## config.mk

```make
export PLATFORM = sky130hd
export DESIGN_NAME = ssca_ctrl
export DESIGN_NICKNAME = d
export VERILOG_FILES = /design/src/sv/ssca_pkg.sv /design/src/sv/ssca_ctrl.sv
export SDC_FILE = /design/constraint.sdc
export NUM_CORES = 1
export LEC_CHECK = 0
export ABC_AREA = 1
export BUFFER_PORTS_ARGS = -buffer_cell sky130_fd_sc_hd__buf_2
export CORE_MARGIN = 3
export CORE_UTILIZATION = 35
export CTS_CLUSTER_DIAMETER = 30
export DETAILED_ROUTE_END_ITERATION = 8
export HOLD_SLACK_MARGIN = 0.06
export MAX_ROUTING_LAYER = met4
export PLACE_DENSITY_LB_ADDON = 0.3
export SLEW_MARGIN = 5
export SYNTH_ARGS = -nofsm -noshare
export SYNTH_HDL_FRONTEND = slang
export SYNTH_SLANG_ARGS = --single-unit
```

## constraint.sdc

```tcl
create_clock -name clk_i -period 1.9 [get_ports clk_i]
set_clock_uncertainty 0.1 [all_clocks]
set_input_delay 0.19 -clock clk_i [delete_from_list [all_inputs] [get_ports clk_i]]
set_output_delay 0.19 -clock clk_i [all_outputs]
set_load 0.02 [all_outputs]
```

## src/sv/ssca_pkg.sv

```systemverilog
package ssca_pkg;

  localparam int NumChunksDef  = 256;
  localparam int NumListsDef   = 256;
  localparam int ChunkLog2Def  = 19;

  localparam int FuncW    = 3;
  localparam int ReqW     = 28;
  localparam int OffW     = 27;
  localparam int BytesW   = 28;
  localparam int StartW   = 8;
  localparam int StatusW  = 3;
  localparam int CfgW     = 9;
  localparam int ApbAddrW = 3;
  localparam int ApbDataW = 32;

  localparam logic [CfgW-1:0] PoolChunksRst = 9'd256;

  localparam logic [FuncW-1:0] FnInit  = 3'd0;
  localparam logic [FuncW-1:0] FnAlloc = 3'd1;
  localparam logic [FuncW-1:0] FnFree  = 3'd2;
  localparam logic [FuncW-1:0] FnFind  = 3'd3;
  localparam logic [FuncW-1:0] FnSize  = 3'd4;

  localparam logic [1:0] KindFree     = 2'd0;
  localparam logic [1:0] KindAlloc    = 2'd1;
  localparam logic [1:0] KindInterior = 2'd2;
  localparam logic [1:0] KindOutside  = 2'd3;

  localparam logic [ApbAddrW-3:0] RegPoolChunks = '0;

  typedef enum logic [StatusW-1:0] {
    ST_OK        = 3'd0,
    ST_NO_SPACE  = 3'd1,
    ST_BAD_REQ   = 3'd2,
    ST_NOT_ALLOC = 3'd3,
    ST_RANGE     = 3'd4
  } status_e;

  typedef struct packed {
    logic [FuncW-1:0] func;
    logic [ReqW-1:0]  request_bytes;
    logic [OffW-1:0]  address_offset;
  } in_item_t;

  typedef struct packed {
    logic [StatusW-1:0] status;
    logic [StartW-1:0]  span_start_chunk;
    logic [BytesW-1:0]  span_bytes;
    logic [BytesW-1:0]  bytes_allocated;
    logic [BytesW-1:0]  max_bytes_allocated;
  } out_item_t;

  typedef enum logic [4:0] {
    OP_NONE,
    OP_ACCEPT,
    OP_INIT_START,
    OP_SWEEP,
    OP_FAIL,
    OP_A_START,
    OP_HEAD_RD,
    OP_LIST_NEXT,
    OP_NODE_FIRST,
    OP_NODE_NEXT,
    OP_FOUND,
    OP_R1,
    OP_R2,
    OP_R3,
    OP_I1,
    OP_I2,
    OP_I3,
    OP_F1,
    OP_MARK,
    OP_ACCOUNT,
    OP_X_SIZE,
    OP_X_FREE,
    OP_X_OWNER,
    OP_H_OK,
    OP_LOAD_OUT
  } op_e;

  typedef struct packed {
    op_e     op;
    status_e fail_status;
  } cmd_t;

  typedef struct packed {
    logic [FuncW-1:0] func;
    logic req_zero;
    logic too_big;
    logic idx_oor;
    logic sweep_last;
    logic head_nil;
    logic lst_last;
    logic node_fits;
    logic next_more;
    logic residue;
    logic mark_more;
    logic x_alloc_ok;
    logic kind_alloc;
    logic kind_int;
    logic owner_in;
    logic h_ok;
  } sts_t;

endpackage

```

## src/sv/ssca_ctrl.sv

```systemverilog
module ssca_ctrl import ssca_pkg::*; (
  input  logic clk_i,
  input  logic rst_ni,
  input  logic in_valid_i,
  input  logic out_stall_i,
  input  sts_t sts_i,
  output logic in_stall_o,
  output logic out_valid_o,
  output cmd_t cmd_o
);

  typedef enum logic [16:0] {
    S_SWEEP  = 17'h00001,
    S_IDLE   = 17'h00002,
    S_DECODE = 17'h00004,
    S_A_HRD  = 17'h00008,
    S_A_HCHK = 17'h00010,
    S_A_NCHK = 17'h00020,
    S_R1     = 17'h00040,
    S_R2     = 17'h00080,
    S_R3     = 17'h00100,
    S_I1     = 17'h00200,
    S_I2     = 17'h00400,
    S_I3     = 17'h00800,
    S_F1     = 17'h01000,
    S_MARK   = 17'h02000,
    S_X_CHK  = 17'h04000,
    S_H_CHK  = 17'h08000,
    S_DONE   = 17'h10000
  } state_e;

  state_e state_q, state_d;
  logic   reply_q, reply_d;
  logic   out_valid_q, out_valid_d;

  always_comb begin
    state_d = state_q;
    reply_d = reply_q;
    cmd_o   = '{op: OP_NONE, fail_status: ST_OK};
    unique case (state_q)
      S_SWEEP: begin
        cmd_o.op = OP_SWEEP;
        if (sts_i.sweep_last) begin
          state_d = reply_q ? S_DONE : S_IDLE;
          reply_d = 1'b0;
        end
      end
      S_IDLE: begin
        if (in_valid_i) begin
          cmd_o.op = OP_ACCEPT;
          state_d  = S_DECODE;
        end
      end
      S_DECODE: begin
        unique case (sts_i.func) inside
          FnInit: begin
            cmd_o.op = OP_INIT_START;
            reply_d  = 1'b1;
            state_d  = S_SWEEP;
          end
          FnAlloc: begin
            if (sts_i.req_zero) begin
              cmd_o   = '{op: OP_FAIL, fail_status: ST_BAD_REQ};
              state_d = S_DONE;
            end else if (sts_i.too_big) begin
              cmd_o   = '{op: OP_FAIL, fail_status: ST_NO_SPACE};
              state_d = S_DONE;
            end else begin
              cmd_o.op = OP_A_START;
              state_d  = S_A_HRD;
            end
          end
          FnFree, FnFind, FnSize: begin
            // chunk entry of the offset is read in this cycle
            if (sts_i.idx_oor) begin
              cmd_o   = '{op: OP_FAIL, fail_status: ST_RANGE};
              state_d = S_DONE;
            end else begin
              state_d = S_X_CHK;
            end
          end
          default: begin
            cmd_o   = '{op: OP_FAIL, fail_status: ST_BAD_REQ};
            state_d = S_DONE;
          end
        endcase
      end
      S_A_HRD: begin
        cmd_o.op = OP_HEAD_RD;
        state_d  = S_A_HCHK;
      end
      S_A_HCHK: begin
        if (!sts_i.head_nil) begin
          cmd_o.op = OP_NODE_FIRST;
          state_d  = S_A_NCHK;
        end else if (sts_i.lst_last) begin
          cmd_o   = '{op: OP_FAIL, fail_status: ST_NO_SPACE};
          state_d = S_DONE;
        end else begin
          cmd_o.op = OP_LIST_NEXT;
          state_d  = S_A_HRD;
        end
      end
      S_A_NCHK: begin
        if (sts_i.node_fits) begin
          cmd_o.op = OP_FOUND;
          state_d  = S_R1;
        end else if (sts_i.next_more) begin
          cmd_o.op = OP_NODE_NEXT;
        end else if (sts_i.lst_last) begin
          cmd_o   = '{op: OP_FAIL, fail_status: ST_NO_SPACE};
          state_d = S_DONE;
        end else begin
          cmd_o.op = OP_LIST_NEXT;
          state_d  = S_A_HRD;
        end
      end
      S_R1: begin
        cmd_o.op = OP_R1;
        state_d  = S_R2;
      end
      S_R2: begin
        cmd_o.op = OP_R2;
        state_d  = S_R3;
      end
      S_R3: begin
        cmd_o.op = OP_R3;
        state_d  = sts_i.residue ? S_I1 : S_F1;
      end
      S_I1: begin
        cmd_o.op = OP_I1;
        state_d  = S_I2;
      end
      S_I2: begin
        cmd_o.op = OP_I2;
        state_d  = S_I3;
      end
      S_I3: begin
        cmd_o.op = OP_I3;
        state_d  = (sts_i.func == FnAlloc) ? S_F1 : S_DONE;
      end
      S_F1: begin
        cmd_o.op = OP_F1;
        state_d  = S_MARK;
      end
      S_MARK: begin
        if (sts_i.mark_more) begin
          cmd_o.op = OP_MARK;
        end else begin
          cmd_o.op = OP_ACCOUNT;
          state_d  = S_DONE;
        end
      end
      S_X_CHK: begin
        if (sts_i.func == FnFind) begin
          if (sts_i.kind_alloc) begin
            cmd_o.op = OP_X_SIZE;
            state_d  = S_DONE;
          end else if (sts_i.kind_int && sts_i.owner_in) begin
            cmd_o.op = OP_X_OWNER;
            state_d  = S_H_CHK;
          end else begin
            cmd_o   = '{op: OP_FAIL, fail_status: ST_NOT_ALLOC};
            state_d = S_DONE;
          end
        end else if (!sts_i.x_alloc_ok) begin
          cmd_o   = '{op: OP_FAIL, fail_status: ST_NOT_ALLOC};
          state_d = S_DONE;
        end else if (sts_i.func == FnFree) begin
          cmd_o.op = OP_X_FREE;
          state_d  = S_I1;
        end else begin
          cmd_o.op = OP_X_SIZE;
          state_d  = S_DONE;
        end
      end
      S_H_CHK: begin
        if (sts_i.h_ok) begin
          cmd_o.op = OP_H_OK;
        end else begin
          cmd_o = '{op: OP_FAIL, fail_status: ST_NOT_ALLOC};
        end
        state_d = S_DONE;
      end
      S_DONE: begin
        if (!(out_valid_q && out_stall_i)) begin
          cmd_o.op = OP_LOAD_OUT;
          state_d  = S_IDLE;
        end
      end
      default: state_d = S_IDLE;
    endcase
  end

  always_comb begin
    out_valid_d = out_valid_q;
    if (cmd_o.op == OP_LOAD_OUT) begin
      out_valid_d = 1'b1;
    end else if (!out_stall_i) begin
      out_valid_d = 1'b0;
    end
  end

  always_ff @(posedge clk_i or negedge rst_ni) begin
    if (!rst_ni) begin
      state_q     <= S_SWEEP;
      reply_q     <= 1'b0;
      out_valid_q <= 1'b0;
    end else begin
      state_q     <= state_d;
      reply_q     <= reply_d;
      out_valid_q <= out_valid_d;
    end
  end

  assign in_stall_o  = (state_q != S_IDLE);
  assign out_valid_o = out_valid_q;

endmodule

```

==> reports/metrics.cfg <==
[floorplan]
die_width_um=74.6
ios=32
start_util_pct=37.0
fp.coreArea_mm2=0.00444
num_rows=24
dieArea_mm2=0.00556
die_y_um=74.6

[logic_synthesis]
yosysSeqAreaShare_pct=29.0
ys.flop_type=dfrtp_1
synth_edf_count=0
synth.distinct_cells=33
netlist_area_mm2=0.00165
syn_nets=268
ys_seq_elements=19
synth_cells=246
avgSynthCellArea_um2=6.69
async_reset_ff_share_pct=100
yosys_warnings=0

[sta]
tightest_slew_ps=480
period_needed_ps=2170
drv_slew=0
hold_viol_final=0
fmax_mhz=460
max_slew_margin_pct=67.7
rsz0062_at_grt=yes
finalWorstSetupSlack_ps=-272
min_period_over_period_pct=114
setup_viol=11

[clock_tree]
numCtsBuffers=3
cts_tree=yes
worst_skew_pair.late_latency_ps=270
clockBufferDepth=2
root_buffer=clkbuf_8
h-tree-depth=1
cts.clk_slew.worst_paths_ps=80
clock-sinks=19

[final_layout]
syn_to_final_growth_pct=55.2
fin_util_pct=57.5
final_nets=351
final-instance-count-excl-fill=380
n_antenna_cell=0
drive_above_1_share_pct=47.0
fillers=394
regArea_um2=477
multi_input_area_mm2=0.00117

[power_and_ir_drop]
irDropWorstVdd_v=0.000374
p_per_area_mw_per_mm2=669
power_leakage_nw=1.44

[critical_path]
worstSetupStartpointType=flop
critical_path.max_stage_delay_ps=400
worst-endpoint-required_ps=1610
crit_path_top_delay_cell=dfrtp_1
cp.arrival_ps=1880
path_class=reg2out
worstPathCellList=nor2_2 > nand2_2 > nor2_8 > nand2_4 > inv_6 > buf_6 > nand2_4 > nand4_1 > nor2_1 > nand3_2 > buf_6
path_max_fanout=8
endpoint_kind=output pin
path_delay_family=simple AND/OR/NAND/NOR gates
crit_buf_inv=3

[run_status]
status=finished, violations left
violations=negative setup slack

[min_path]
hold_path_class=in2reg

[place]
portBuffers=31
routabilityCongestion=0.920
dp_cells=356
hpwl_um=3790

[global_route]
grt_pass1_vias=1894
grt_pass1_wl_um=8360
overflow=0
grtUsageTotal_pct=20.1
antenna_found_initial=0
grt_max_degree=20

[drt]
routed-via-count=1905
viasPerCell=5.01
first_pass_iters=4
ant_nets=0
routed_wl_um=5230
drt_iter0_markers=66
wl_per_cell_um=13.8
drc_errors=0

[job]
cap_violations=0

==> worst reg2reg max path, delay by kind of cell (launching register included) <==
kind / cells / cell delay (ps)
buf+inv: 2 / 190
flops: 1 / 400
simple gates: 11 / 1160
==> registers in the layout, indices dropped and copies added, names as in the netlist <==
register / flops
out_valid_o: 1
reply_q: 1
state_q: 17
==> layout by cell type (no fill, tap or decap), types with 3 or more instances in the layout <==
cell / Yosys / final
nor3_1: 5 / 4
clkbuf_8: 0 / 3
nand3_2: 7 / 8
dfrtp_1: 18 / 18
o21ai_0: 7 / 5
nor2_4: 1 / 9
nand2_1: 35 / 31
nand3b_1: 5 / 5
nand2_4: 2 / 4
inv_1: 40 / 38
nand3_1: 25 / 20
nand2_2: 11 / 12
nor2_1: 43 / 32
buf_2: 0 / 22
nor2_2: 11 / 14
nand4_1: 8 / 8
nand3_4: 1 / 5
buf_4: 0 / 41
dlygate4sd3_1: 0 / 3
buf_6: 1 / 13
inv_2: 5 / 5
==> kinds of logic (layout without fill, tap and decap cells) <==
logic type	Yosys count	in the layout	synth area share, %
AO/OA/AOI/OAI	17	17	6.46
buffers and inverters	48	130	12.5
AND/OR/NAND/NOR	162	162	52.1
flip-flops	19	19	29.0
==> worst paths after layout <==
kind / depth (start not counted) / slack [ps] / from / endpoint
max: 11 / -270 / state_q[6]$_DFFE_PN0P_ / cmd_o[3]
min: 2 / 70 / sts_i[10] / state_q[5]$_DFFE_PN0P_
max reg2reg: 13 / -50 / state_q[6]$_DFFE_PN0P_ / state_q[1]$_DFFE_PN0P_
min reg2reg: 2 / 450 / out_valid_o$_DFFE_PN0P_ / out_valid_o$_DFFE_PN0P_
max in group asynchronous: 2 / 1050 / rst_ni / state_q[0]$_DFFE_PN1P_
min in group asynchronous: 2 / 300 / rst_ni / state_q[11]$_DFFE_PN0P_
==> metrics by stage <==
stage	hold slack (ps)	setup TNS, ps	instance area (um^2)	power, W	setup WS [ps]
3_3_place_gp	62.4	-141	2070	0.00118	-98.5
2_1_floorplan	-206	0	1650	0.000934	98.3
6_report	71.2	-1960	2550	0.00171	-272
4_1_cts	76.6	-2310	2420	0.00160	-257
5_1_grt	107	-3220	2550	0.00180	-377
3_5_place_dp	65.5	-85.8	2070	0.00118	-70.1
==> final cells by class <==
class,count,share of cell area (%)
flip-flops and latches,19,18.7
multi-input cells,179,45.8
inverters,46,7.15
clock inverters,1,0.196
clock buffers,3,1.62
repair buffers,80,24.0
well taps,52,2.55
==> what timing repair did <==
action / in CTS / in global routing
setup endpoints to repair: 9 / 15
endpoints found under the hold margin: 20 / 0
pin swaps: 18 / 18
hold buffers: 3 / 0
gates resized for setup: 43 / 35
setup buffers: 20 / 3
==> per-layer routing <==
metal  global-route usage [%]  part of all wire (%)  vias up
met5                        -                     0        -
met4                     6.92                   1.5        0
met3                     1.49                   4.4        7
met2                     33.2                    49       55
met1                     26.0                    45      881
li1                         -                     -      962
==> synthesized netlist by cell type (2+ instances only) <==
| master | number | area share (%) |
|---|---|---|
| nor2_1 | 43 | 9.8 |
| inv_1 | 40 | 9.1 |
| nand2_1 | 35 | 8.0 |
| nand3_1 | 25 | 7.6 |
| dfrtp_1 | 18 | 27 |
| nand2_2 | 11 | 4.2 |
| nor2_2 | 11 | 4.2 |
| nand4_1 | 8 | 3.0 |
| nand3_2 | 7 | 4.3 |
| o21ai_0 | 7 | 2.1 |
| inv_2 | 5 | 1.1 |
| nand3b_1 | 5 | 2.3 |
| nor3_1 | 5 | 1.5 |
| nor4_1 | 3 | 1.1 |
| a21oi_1 | 2 | 0.61 |
| nand2_4 | 2 | 1.4 |
| o22ai_1 | 2 | 0.76 |
| or2_0 | 2 | 0.76 |
==> report_power, final <==
| group | switching, W | leakage [nW] | internal, W |
|---|---|---|---|
| Combinational | 0.000542 | 1.16 | 0.000394 |
| Sequential | 0.0000302 | 0.256 | 0.000440 |
| Clock | 0.000156 | 0.0255 | 0.000147 |
Note: power is estimated with default switching activity, not from simulation.
